==> config.mk <==
export PLATFORM = sky130hd
export DESIGN_NAME = pcm_metadata_bit_locator_core
export DESIGN_NICKNAME = d
export VERILOG_FILES = /design/src/pmbl_pkg.sv /design/src/pmbl_cfg.sv /design/src/pcm_metadata_bit_locator_core.sv
export SDC_FILE = /design/constraint.sdc
export NUM_CORES = 2
export LEC_CHECK = 0
export ABC_AREA = 1
export BUFFER_PORTS_ARGS = -buffer_cell sky130_fd_sc_hd__buf_2
export CORE_MARGIN = 3
export CORE_UTILIZATION = 40
export CTS_BUF_LIST = sky130_fd_sc_hd__clkbuf_4 sky130_fd_sc_hd__clkbuf_8
export DETAILED_ROUTE_END_ITERATION = 8
export HOLD_SLACK_MARGIN = 0.02
export PLACE_DENSITY = 0.53
export SYNTH_ARGS = -nofsm -noshare
export SYNTH_HDL_FRONTEND = slang
export SYNTH_SLANG_ARGS = --single-unit
==> constraint.sdc <==
create_clock -name aclk -period 6.37 [get_ports aclk]
set_input_delay 0.3185 -clock aclk [delete_from_list [all_inputs] [get_ports aclk]]
set_output_delay 0.3185 -clock aclk [all_outputs]
set_load 0.02 [all_outputs]
==> src/pmbl_pkg.sv <==
// Shared types, constants and reciprocal tables of the metadata bit locator.
package pmbl_pkg;

    localparam int unsigned M_W       = 5;
    localparam int unsigned BLEN_W    = 13;
    localparam int unsigned POS_W     = 17;
    localparam int unsigned OFF_W     = 12;
    localparam int unsigned MASK_W    = 24;
    localparam int unsigned CFG_IDX_W = 1;
    localparam int unsigned CFG_DAT_W = 13;

    localparam logic [BLEN_W-1:0] MAX_BLOCK_SAMPLES = 13'd4096;
    localparam logic [M_W-1:0]    M_MIN             = 5'd3;
    localparam logic [M_W-1:0]    M_MAX             = 5'd24;
    localparam logic [M_W-1:0]    M_RESET           = 5'd3;
    localparam logic [BLEN_W-1:0] BLEN_RESET        = 13'd4096;

    // Register indexes of the configuration port.
    localparam logic [CFG_IDX_W-1:0] REG_SUB_SAMPLE_BITS = 1'b0;
    localparam logic [CFG_IDX_W-1:0] REG_BLOCK_LENGTH    = 1'b1;

    // Reciprocal scaling: quotient = (n * rec) >> shift, exact over the used ranges.
    localparam int unsigned CYC_SHIFT = 26;
    localparam int unsigned CYC_REC_W = 21;
    localparam int unsigned DIV_SHIFT = 23;
    localparam int unsigned DIV_REC_W = 24;

    typedef struct packed {
        logic [M_W-1:0]       m;
        logic                 m_ok;
        logic [BLEN_W-1:0]    blen_eff;
        logic [CYC_REC_W-1:0] rec_cyc;
    } cfg_t;

    // ceil(2^26 / (16m - 1)) for the supported factors.
    function automatic logic [CYC_REC_W-1:0] rec_cyc_f(input logic [M_W-1:0] m);
        logic [CYC_REC_W-1:0] r;
        case (m)
            5'd3:    r = 21'd1427849;
            5'd4:    r = 21'd1065221;
            5'd5:    r = 21'd849480;
            5'd6:    r = 21'd706410;
            5'd7:    r = 21'd604585;
            5'd8:    r = 21'd528417;
            5'd9:    r = 21'd469293;
            5'd10:   r = 21'd422069;
            5'd11:   r = 21'd383480;
            5'd12:   r = 21'd351356;
            5'd13:   r = 21'd324198;
            5'd14:   r = 21'd300937;
            5'd15:   r = 21'd280791;
            5'd16:   r = 21'd263173;
            5'd17:   r = 21'd247635;
            5'd18:   r = 21'd233829;
            5'd19:   r = 21'd221482;
            5'd20:   r = 21'd210373;
            5'd21:   r = 21'd200325;
            5'd22:   r = 21'd191194;
            5'd23:   r = 21'd182858;
            5'd24:   r = 21'd175219;
            default: r = '0;
        endcase
        return r;
    endfunction

    // ceil(2^23 / d) for divisors 1 to 24.
    function automatic logic [DIV_REC_W-1:0] rec_div_f(input logic [M_W-1:0] d);
        logic [DIV_REC_W-1:0] r;
        case (d)
            5'd1:    r = 24'd8388608;
            5'd2:    r = 24'd4194304;
            5'd3:    r = 24'd2796203;
            5'd4:    r = 24'd2097152;
            5'd5:    r = 24'd1677722;
            5'd6:    r = 24'd1398102;
            5'd7:    r = 24'd1198373;
            5'd8:    r = 24'd1048576;
            5'd9:    r = 24'd932068;
            5'd10:   r = 24'd838861;
            5'd11:   r = 24'd762601;
            5'd12:   r = 24'd699051;
            5'd13:   r = 24'd645278;
            5'd14:   r = 24'd599187;
            5'd15:   r = 24'd559241;
            5'd16:   r = 24'd524288;
            5'd17:   r = 24'd493448;
            5'd18:   r = 24'd466034;
            5'd19:   r = 24'd441506;
            5'd20:   r = 24'd419431;
            5'd21:   r = 24'd399458;
            5'd22:   r = 24'd381301;
            5'd23:   r = 24'd364723;
            5'd24:   r = 24'd349526;
            default: r = '0;
        endcase
        return r;
    endfunction

endpackage

==> src/pmbl_cfg.sv <==
// Configuration registers of the bit locator and the constants derived from them.
module pmbl_cfg (
    input  logic                                aclk,
    input  logic                                aresetn,
    input  logic                                cfg_we,
    input  logic [pmbl_pkg::CFG_IDX_W-1:0]      cfg_index,
    input  logic [pmbl_pkg::CFG_DAT_W-1:0]      cfg_wdata,
    output pmbl_pkg::cfg_t                      cfg
);
    import pmbl_pkg::*;

    logic [M_W-1:0]    m_reg;
    logic [M_W-1:0]    m_next;
    logic [BLEN_W-1:0] blen_reg;
    logic [BLEN_W-1:0] blen_next;

    always_comb begin
        m_next    = m_reg;
        blen_next = blen_reg;
        if (cfg_we) begin
            case (cfg_index)
                REG_SUB_SAMPLE_BITS: m_next    = cfg_wdata[M_W-1:0];
                REG_BLOCK_LENGTH:    blen_next = cfg_wdata[BLEN_W-1:0];
                default: begin
                end
            endcase
        end
    end

    always_ff @(posedge aclk) begin
        if (!aresetn) begin
            m_reg    <= M_RESET;
            blen_reg <= BLEN_RESET;
        end else begin
            m_reg    <= m_next;
            blen_reg <= blen_next;
        end
    end

    always_comb begin
        cfg.m        = m_reg;
        cfg.m_ok     = (m_reg >= M_MIN) && (m_reg <= M_MAX);
        cfg.blen_eff = (blen_reg > MAX_BLOCK_SAMPLES) ? MAX_BLOCK_SAMPLES : blen_reg;
        cfg.rec_cyc  = rec_cyc_f(m_reg);
    end

endmodule

==> src/pcm_metadata_bit_locator_core.sv <==
// Top level of the PCM metadata bit locator: request stream in, location stream out.
//
// One request is accepted per clock cycle while m_tready does not stall the pipeline, and its
// location passes through the stage registers into the output register. The six stages are set by two dependent
// divisions done as reciprocal multiplications: stage one sorts the position into its
// region, stage two multiplies by the reciprocal of the projector cycle, stage three adds
// the skipped positions, stage four multiplies by the reciprocal of the divisor, stage five
// forms the quotient times the divisor and stage six takes the remainder into a bit mask
// and checks the offset against the block length. Each stage holds its request only while
// the stage after it is full and stalled, so bubbles close up under back-pressure.
// Configuration writes take effect on the next cycle.
module pcm_metadata_bit_locator_core (
    input  logic                                aclk,
    input  logic                                aresetn,
    input  logic                                cfg_we,
    input  logic [pmbl_pkg::CFG_IDX_W-1:0]      cfg_index,
    input  logic [pmbl_pkg::CFG_DAT_W-1:0]      cfg_wdata,
    input  logic                                s_tvalid,
    output logic                                s_tready,
    input  logic [23:0]                         s_tdata,   // meta_bit_idx[16:0], zero fill
    input  logic                                s_tuser,   // req_type
    output logic                                m_tvalid,
    input  logic                                m_tready,
    output logic [39:0]                         m_tdata,   // sample_idx[11:0],
                                                           // carry_mask[35:12], zero fill
    output logic                                m_tuser    // location_valid
);
    import pmbl_pkg::*;

    localparam int unsigned NSTAGE = 6;
    localparam int unsigned P1_W   = POS_W + CYC_REC_W;
    localparam int unsigned Q1_W   = 12;
    localparam int unsigned ADJ_W  = 18;
    localparam int unsigned P2_W   = ADJ_W + DIV_REC_W;
    localparam int unsigned Q2_W   = P2_W - DIV_SHIFT;

    typedef enum logic [2:0] {
        RG_BIT0,
        RG_BIT1,
        RG_BIT2,
        RG_MID,
        RG_HIGH
    } region_t;

    typedef struct packed {
        logic             inv;
        region_t          region;
        logic [3:0]       small_off;
    } ctl_t;

    typedef struct packed {
        ctl_t             ctl;
        logic [POS_W-1:0] pos;
        logic [POS_W-1:0] n1;
    } st1_t;

    typedef struct packed {
        ctl_t             ctl;
        logic [POS_W-1:0] pos;
        logic [P1_W-1:0]  p1;
    } st2_t;

    typedef struct packed {
        ctl_t               ctl;
        logic [ADJ_W-1:0]   adj;
        logic [M_W-1:0]     d2;
        logic [DIV_REC_W-1:0] rec2;
    } st3_t;

    typedef struct packed {
        ctl_t             ctl;
        logic [ADJ_W-1:0] adj;
        logic [M_W-1:0]   d2;
        logic [P2_W-1:0]  p2;
    } st4_t;

    typedef struct packed {
        ctl_t             ctl;
        logic [ADJ_W-1:0] adj;
        logic [Q2_W-1:0]  q2;
        logic [ADJ_W-1:0] t;
    } st5_t;

    typedef struct packed {
        logic              location_valid;
        logic [OFF_W-1:0]  sample_idx;
        logic [MASK_W-1:0] carry_mask;
    } res_t;

    cfg_t cfg;

    pmbl_cfg u_cfg (
        .aclk      (aclk),
        .aresetn   (aresetn),
        .cfg_we    (cfg_we),
        .cfg_index (cfg_index),
        .cfg_wdata (cfg_wdata),
        .cfg       (cfg)
    );

    logic [NSTAGE-1:0] vld_reg;
    logic [NSTAGE-1:0] vld_next;
    logic [NSTAGE-1:0] rdy;

    st1_t st1_reg, st1_next;
    st2_t st2_reg, st2_next;
    st3_t st3_reg, st3_next;
    st4_t st4_reg, st4_next;
    st5_t st5_reg, st5_next;
    res_t res_reg, res_next;

    // A stage may load when it is empty or when its content moves on.
    always_comb begin
        rdy[NSTAGE-1] = !vld_reg[NSTAGE-1] || m_tready;
        for (int k = NSTAGE - 2; k >= 0; k--) begin
            rdy[k] = !vld_reg[k] || rdy[k+1];
        end
        vld_next[0] = rdy[0] ? s_tvalid : vld_reg[0];
        for (int k = 1; k < NSTAGE; k++) begin
            vld_next[k] = rdy[k] ? vld_reg[k-1] : vld_reg[k];
        end
    end

    always_ff @(posedge aclk) begin
        if (!aresetn) begin
            vld_reg <= '0;
        end else begin
            vld_reg <= vld_next;
        end
    end

    // Stage 1: classify the position and prepare the projector-cycle numerator.
    always_comb begin
        logic [POS_W-1:0] pos;
        logic             typ;
        logic [POS_W-1:0] m_ext;
        logic [POS_W-1:0] m16;
        pos   = s_tdata[POS_W-1:0];
        typ   = s_tuser;
        m_ext = POS_W'(cfg.m);
        m16   = POS_W'({cfg.m, 4'b0000});
        st1_next.pos           = pos;
        st1_next.ctl.small_off = pos[3:0];
        st1_next.ctl.inv       = !cfg.m_ok || (typ && (pos < m_ext));
        if (pos > 17'd47) begin
            st1_next.ctl.region = (pos < m16) ? RG_MID : RG_HIGH;
        end else if (pos >= 17'd32) begin
            st1_next.ctl.region = RG_BIT2;
        end else if (pos >= 17'd16) begin
            st1_next.ctl.region = RG_BIT1;
        end else begin
            st1_next.ctl.region = RG_BIT0;
        end
        // Only requests of type 1 in the high region skip projector-cycle positions.
        if (typ && (st1_next.ctl.region == RG_HIGH)) begin
            st1_next.n1 = pos - m_ext;
        end else begin
            st1_next.n1 = '0;
        end
    end

    // Stage 2: multiply by the reciprocal of the projector cycle length.
    always_comb begin
        st2_next.ctl = st1_reg.ctl;
        st2_next.pos = st1_reg.pos;
        st2_next.p1  = P1_W'(st1_reg.n1) * P1_W'(cfg.rec_cyc);
    end

    // Stage 3: adjusted position, divisor and its reciprocal.
    always_comb begin
        logic [Q1_W-1:0] q1;
        q1 = Q1_W'(st2_reg.p1 >> CYC_SHIFT);
        st3_next.ctl = st2_reg.ctl;
        if (st2_reg.ctl.region == RG_MID) begin
            st3_next.adj = ADJ_W'(st2_reg.pos) - 18'd48;
            st3_next.d2  = cfg.m - 5'd3;
        end else begin
            st3_next.adj = ADJ_W'(st2_reg.pos) + ADJ_W'(q1);
            st3_next.d2  = cfg.m;
        end
        st3_next.rec2 = rec_div_f(st3_next.d2);
    end

    // Stage 4: multiply by the reciprocal of the divisor.
    always_comb begin
        st4_next.ctl = st3_reg.ctl;
        st4_next.adj = st3_reg.adj;
        st4_next.d2  = st3_reg.d2;
        st4_next.p2  = P2_W'(st3_reg.adj) * P2_W'(st3_reg.rec2);
    end

    // Stage 5: quotient and quotient times divisor.
    always_comb begin
        logic [Q2_W-1:0] q2;
        q2 = Q2_W'(st4_reg.p2 >> DIV_SHIFT);
        st5_next.ctl = st4_reg.ctl;
        st5_next.adj = st4_reg.adj;
        st5_next.q2  = q2;
        // The product never exceeds the adjusted position.
        st5_next.t   = ADJ_W'(q2 * Q2_W'(st4_reg.d2));
    end

    // Stage 6: remainder to mask, offset check against the block.
    always_comb begin
        logic [M_W-1:0]    rem;
        logic [M_W-1:0]    sh;
        logic [Q2_W-1:0]   off;
        logic [MASK_W-1:0] mask;
        rem = M_W'(st5_reg.adj - st5_reg.t);
        sh  = cfg.m - 5'd1 - rem;
        case (st5_reg.ctl.region)
            RG_BIT0: begin
                off  = Q2_W'(st5_reg.ctl.small_off);
                mask = 24'd1;
            end
            RG_BIT1: begin
                off  = Q2_W'(st5_reg.ctl.small_off);
                mask = 24'd2;
            end
            RG_BIT2: begin
                off  = Q2_W'(st5_reg.ctl.small_off);
                mask = 24'd4;
            end
            RG_MID, RG_HIGH: begin
                off  = st5_reg.q2;
                mask = 24'd1 << sh;
            end
            default: begin
                off  = '0;
                mask = '0;
            end
        endcase
        res_next.location_valid = !st5_reg.ctl.inv && (off < Q2_W'(cfg.blen_eff));
        res_next.sample_idx     = res_next.location_valid ? off[OFF_W-1:0] : '0;
        res_next.carry_mask     = res_next.location_valid ? mask : '0;
    end

    always_ff @(posedge aclk) begin
        if (rdy[0]) st1_reg <= st1_next;
        if (rdy[1]) st2_reg <= st2_next;
        if (rdy[2]) st3_reg <= st3_next;
        if (rdy[3]) st4_reg <= st4_next;
        if (rdy[4]) st5_reg <= st5_next;
        if (rdy[5]) res_reg <= res_next;
    end

    assign s_tready = rdy[0];
    assign m_tvalid = vld_reg[NSTAGE-1];
    assign m_tuser  = res_reg.location_valid;
    assign m_tdata  = {4'b0000, res_reg.carry_mask, res_reg.sample_idx};

endmodule

==> impl_metrics.yaml <==
cells_and_area:
  layout.cells.non_filler: 6305
  drive_gt1_share_pct: 6.82
  fin_nets: 5953
  largest_register_ffs: 55
  area_delta_synth_final_pct: 10.9
clocking:
  tritoncts: "yes"
  numCtsBuffers: 51
  clk_latency_ns: 0.67
  cts_buffer_depth: 3
  htreeDepth: 2
  clkTransAtPathRegs_ns: 0.07
  cts_sinks: 282
  cts_root_buf: "clkbuf_8"
min_path:
  worstHoldPathCells: 4
  holdCritPathClass: "primary input to flop"
  worstHoldStart: "cfg_index"
  min_delay_worst_endpoint: "u_cfg.m_reg[2]"
grt:
  met1_usage_pct: 27.7
  gr-usage-met2_pct: 38.3
  grt_pass1_vias: 32100
  overflow: 0
  grt_pass1_wl_um: 174000
  busiest_layer: "met2"
  grt_max_degree: 57
  antenna_found_initial: 2
  grt.met3_usage_pct: 2.27
  track_usage_pct: 21.4
placement:
  hpwl_um: 86300
  gp_congestion: 0.909
  dp_cells: 6152
  io_buffers: 75
sta:
  hold_viol: 0
  rsz0062_at_grt: "no"
  min_period_ns: 6.04
  slew_violations: 0
  slew_headroom_pct: 29.3
  fin_skew_ns: 0.0724
  worstMarginPinSlew_ns: 1.06
  fin_crit_sh_pct: 94.9
  setup_viol: 0
  max_freq_mhz: 165
  setup-tns-final_ns: 0
drt:
  dr.pass1.iters: 5
  vias: 30300
  route.detailed.wl_per_inst_um: 16.9
  drt_iter0_drc: 1670
  wirelength_um: 106000
  avgViaCountPerCell: 4.81
  ant_nets: 0
  remaining_drc_errors: 0
die:
  num_io_pins: 87
  coreArea_mm2: 0.0973
  row_count: 114
  dieArea_mm2: 0.102
  die_w_um: 320
  die_h_um: 320
  start_util_pct: 40.5
worst_setup_path:
  criticalPathCategory: "flop to flop"
  setup.worst_path.end_class: "flop"
  cp.arrival_ns: 6.39
  cp_top_family: "adder cells"
  crit_path_max_fanout: 14
  cp_data_required_time_ns: 6.72
  crit_path_start_kind: "flop"
  reg2reg_from: "st1_reg[7]"
  crit_chain: "nand2_1, fa_1, inv_1, fa_1, inv_1, fa_1, inv_1, fa_1, fa_1, inv_1, fa_1, inv_1, ha_1, a21oi_1, o21ai_0, nand2_1, and2_1, nor2_1, nor3_1, nand2_1, nand2_1, nand2_1"
  cpMostUsedCell: "fa_1"
  worstRegToRegCells: 22
  critical_path_buf_inv_count: 5
  cp_slowest_cell: "edfxtp_1"
  max_stage_delay_ns: 0.87
  rrSetupSlack_ns: 0.33
  r2r_end: "st2_reg[34]"
synthesis:
  synth-edff-count: 237
  synth_seq_cells: 282
  synth_top_area_share_pct: 32.5
  yosysWarnings: 0
  yosys-top-cells-count: "inv_1 (1,321), nand2_1 (1,293), fa_1 (641)"
  syn_area_mm2: 0.0394
  synthArstFlopShare_pct: 0
  yosysTopAreaCell: "fa_1"
  yosys-top-cells-area: "fa_1 (33%), edfxtp_1 (18%), inv_1 (13%)"
  yosysSeqAreaShare_pct: 20.3
  avgSynthCellArea_um2: 8.12
  syn_inst: 4857
  ys.flop_type: "edfxtp_1"
  synth.distinct_cells: 54
  yosysMostFrequentCell: "inv_1"
flow_run:
  maxCapViolCount: 0
status:
  status: "finished, final reports clean"
-- cell usage in the layout (no fill, tap or decap), types with 17 or more instances in the layout --
| cell type | n |
|---|---|
| inv_1 | 1320 |
| nand2_1 | 1291 |
| fa_1 | 641 |
| ha_1 | 282 |
| nor2_1 | 254 |
| edfxtp_1 | 237 |
| a21oi_1 | 141 |
| buf_4 | 114 |
| o21ai_0 | 111 |
| nand3_1 | 92 |
| buf_2 | 75 |
| clkbuf_8 | 58 |
| dfxtp_1 | 45 |
| dlygate4sd3_1 | 40 |
| nor3_1 | 32 |
| buf_12 | 31 |
| xor2_1 | 25 |
| nand4_1 | 21 |
| nor4_1 | 20 |
| o21bai_1 | 17 |
-- area by class of cell --
cell class / instances / area (um2)
timing repair buffer: 260 / 2250
fill: 9819 / 53500
antenna: 2 / 5.00
clock buffer: 71 / 896
inverter: 1331 / 5000
multi-input combinational: 3060 / 25700
sequential: 282 / 8020
tap: 1276 / 1600
clock inverter: 23 / 273
-- cells by family (layout without fill, tap and decap cells) --
| group | after synthesis | in the layout | synth area share (%) |
|---|---|---|---|
| buf+inv | 1518 | 1685 | 14.6 |
| simple gates | 1738 | 1738 | 17.5 |
| other cells | 1 | 6 | 0.00951 |
| xor+xnor | 44 | 44 | 1.03 |
| fa+ha+maj | 923 | 923 | 41.5 |
| compound gates | 351 | 351 | 5.07 |
| flops | 282 | 282 | 20.3 |
-- through the flow --
stage          instance area [um2]  util, %  setup WS [ns]  hold WS, ns
2_1_floorplan                39500        -          0.652        0.400
3_3_place_gp                 41900     43.1          0.234        0.400
3_5_place_dp                 41900     43.1          0.237        0.405
4_1_cts                      43500     44.7          0.202       0.0822
5_1_grt                      43700     45.0         0.0160        0.123
6_report                     43700     45.0          0.326        0.184
-- tightest hold or removal path, delay by kind of cell --
kind	cells	cell delay, ns
buffers and inverters	1	0.13
and+or+nand+nor	3	0.34
-- metal layers --
| metal | up-vias | share of wire, % |
|---|---|---|
| met2 | 647 | 50 |
| met1 | 15000 | 43 |
| met4 | 2 | 2.6 |
| li1 | 14600 | - |
| met5 | - | 0.012 |
| met3 | 156 | 4.0 |
-- how the worst max path moves through the flow --
stage / endpoint / start / slack [ns] / cells past startpoint
2_1_floorplan: st4_reg[35] / st3_reg[17] / 0.65 / 20
3_3_place_gp: st4_reg[39] / st3_reg[9] / 0.23 / 20
3_5_place_dp: st4_reg[30] / st3_reg[9] / 0.24 / 22
4_1_cts: st4_reg[39] / st3_reg[9] / 0.20 / 20
5_1_grt: st2_reg[34] / u_cfg.cfg[14] / 0.02 / 22
6_report: st2_reg[34] / st1_reg[7] / 0.33 / 22
-- repair_timing --
action / 4_1_cts / 5_1_grt
setup buffers: 0 / 17
endpoints found under the setup margin: 0 / 11
endpoints found under the hold margin: 36 / 0
hold buffers: 40 / 0
resized for setup: 0 / 2
Power is left out: the tool's default activity adds up to more than one toggle a clock period on the data nets, which glitch-free logic cannot reach.
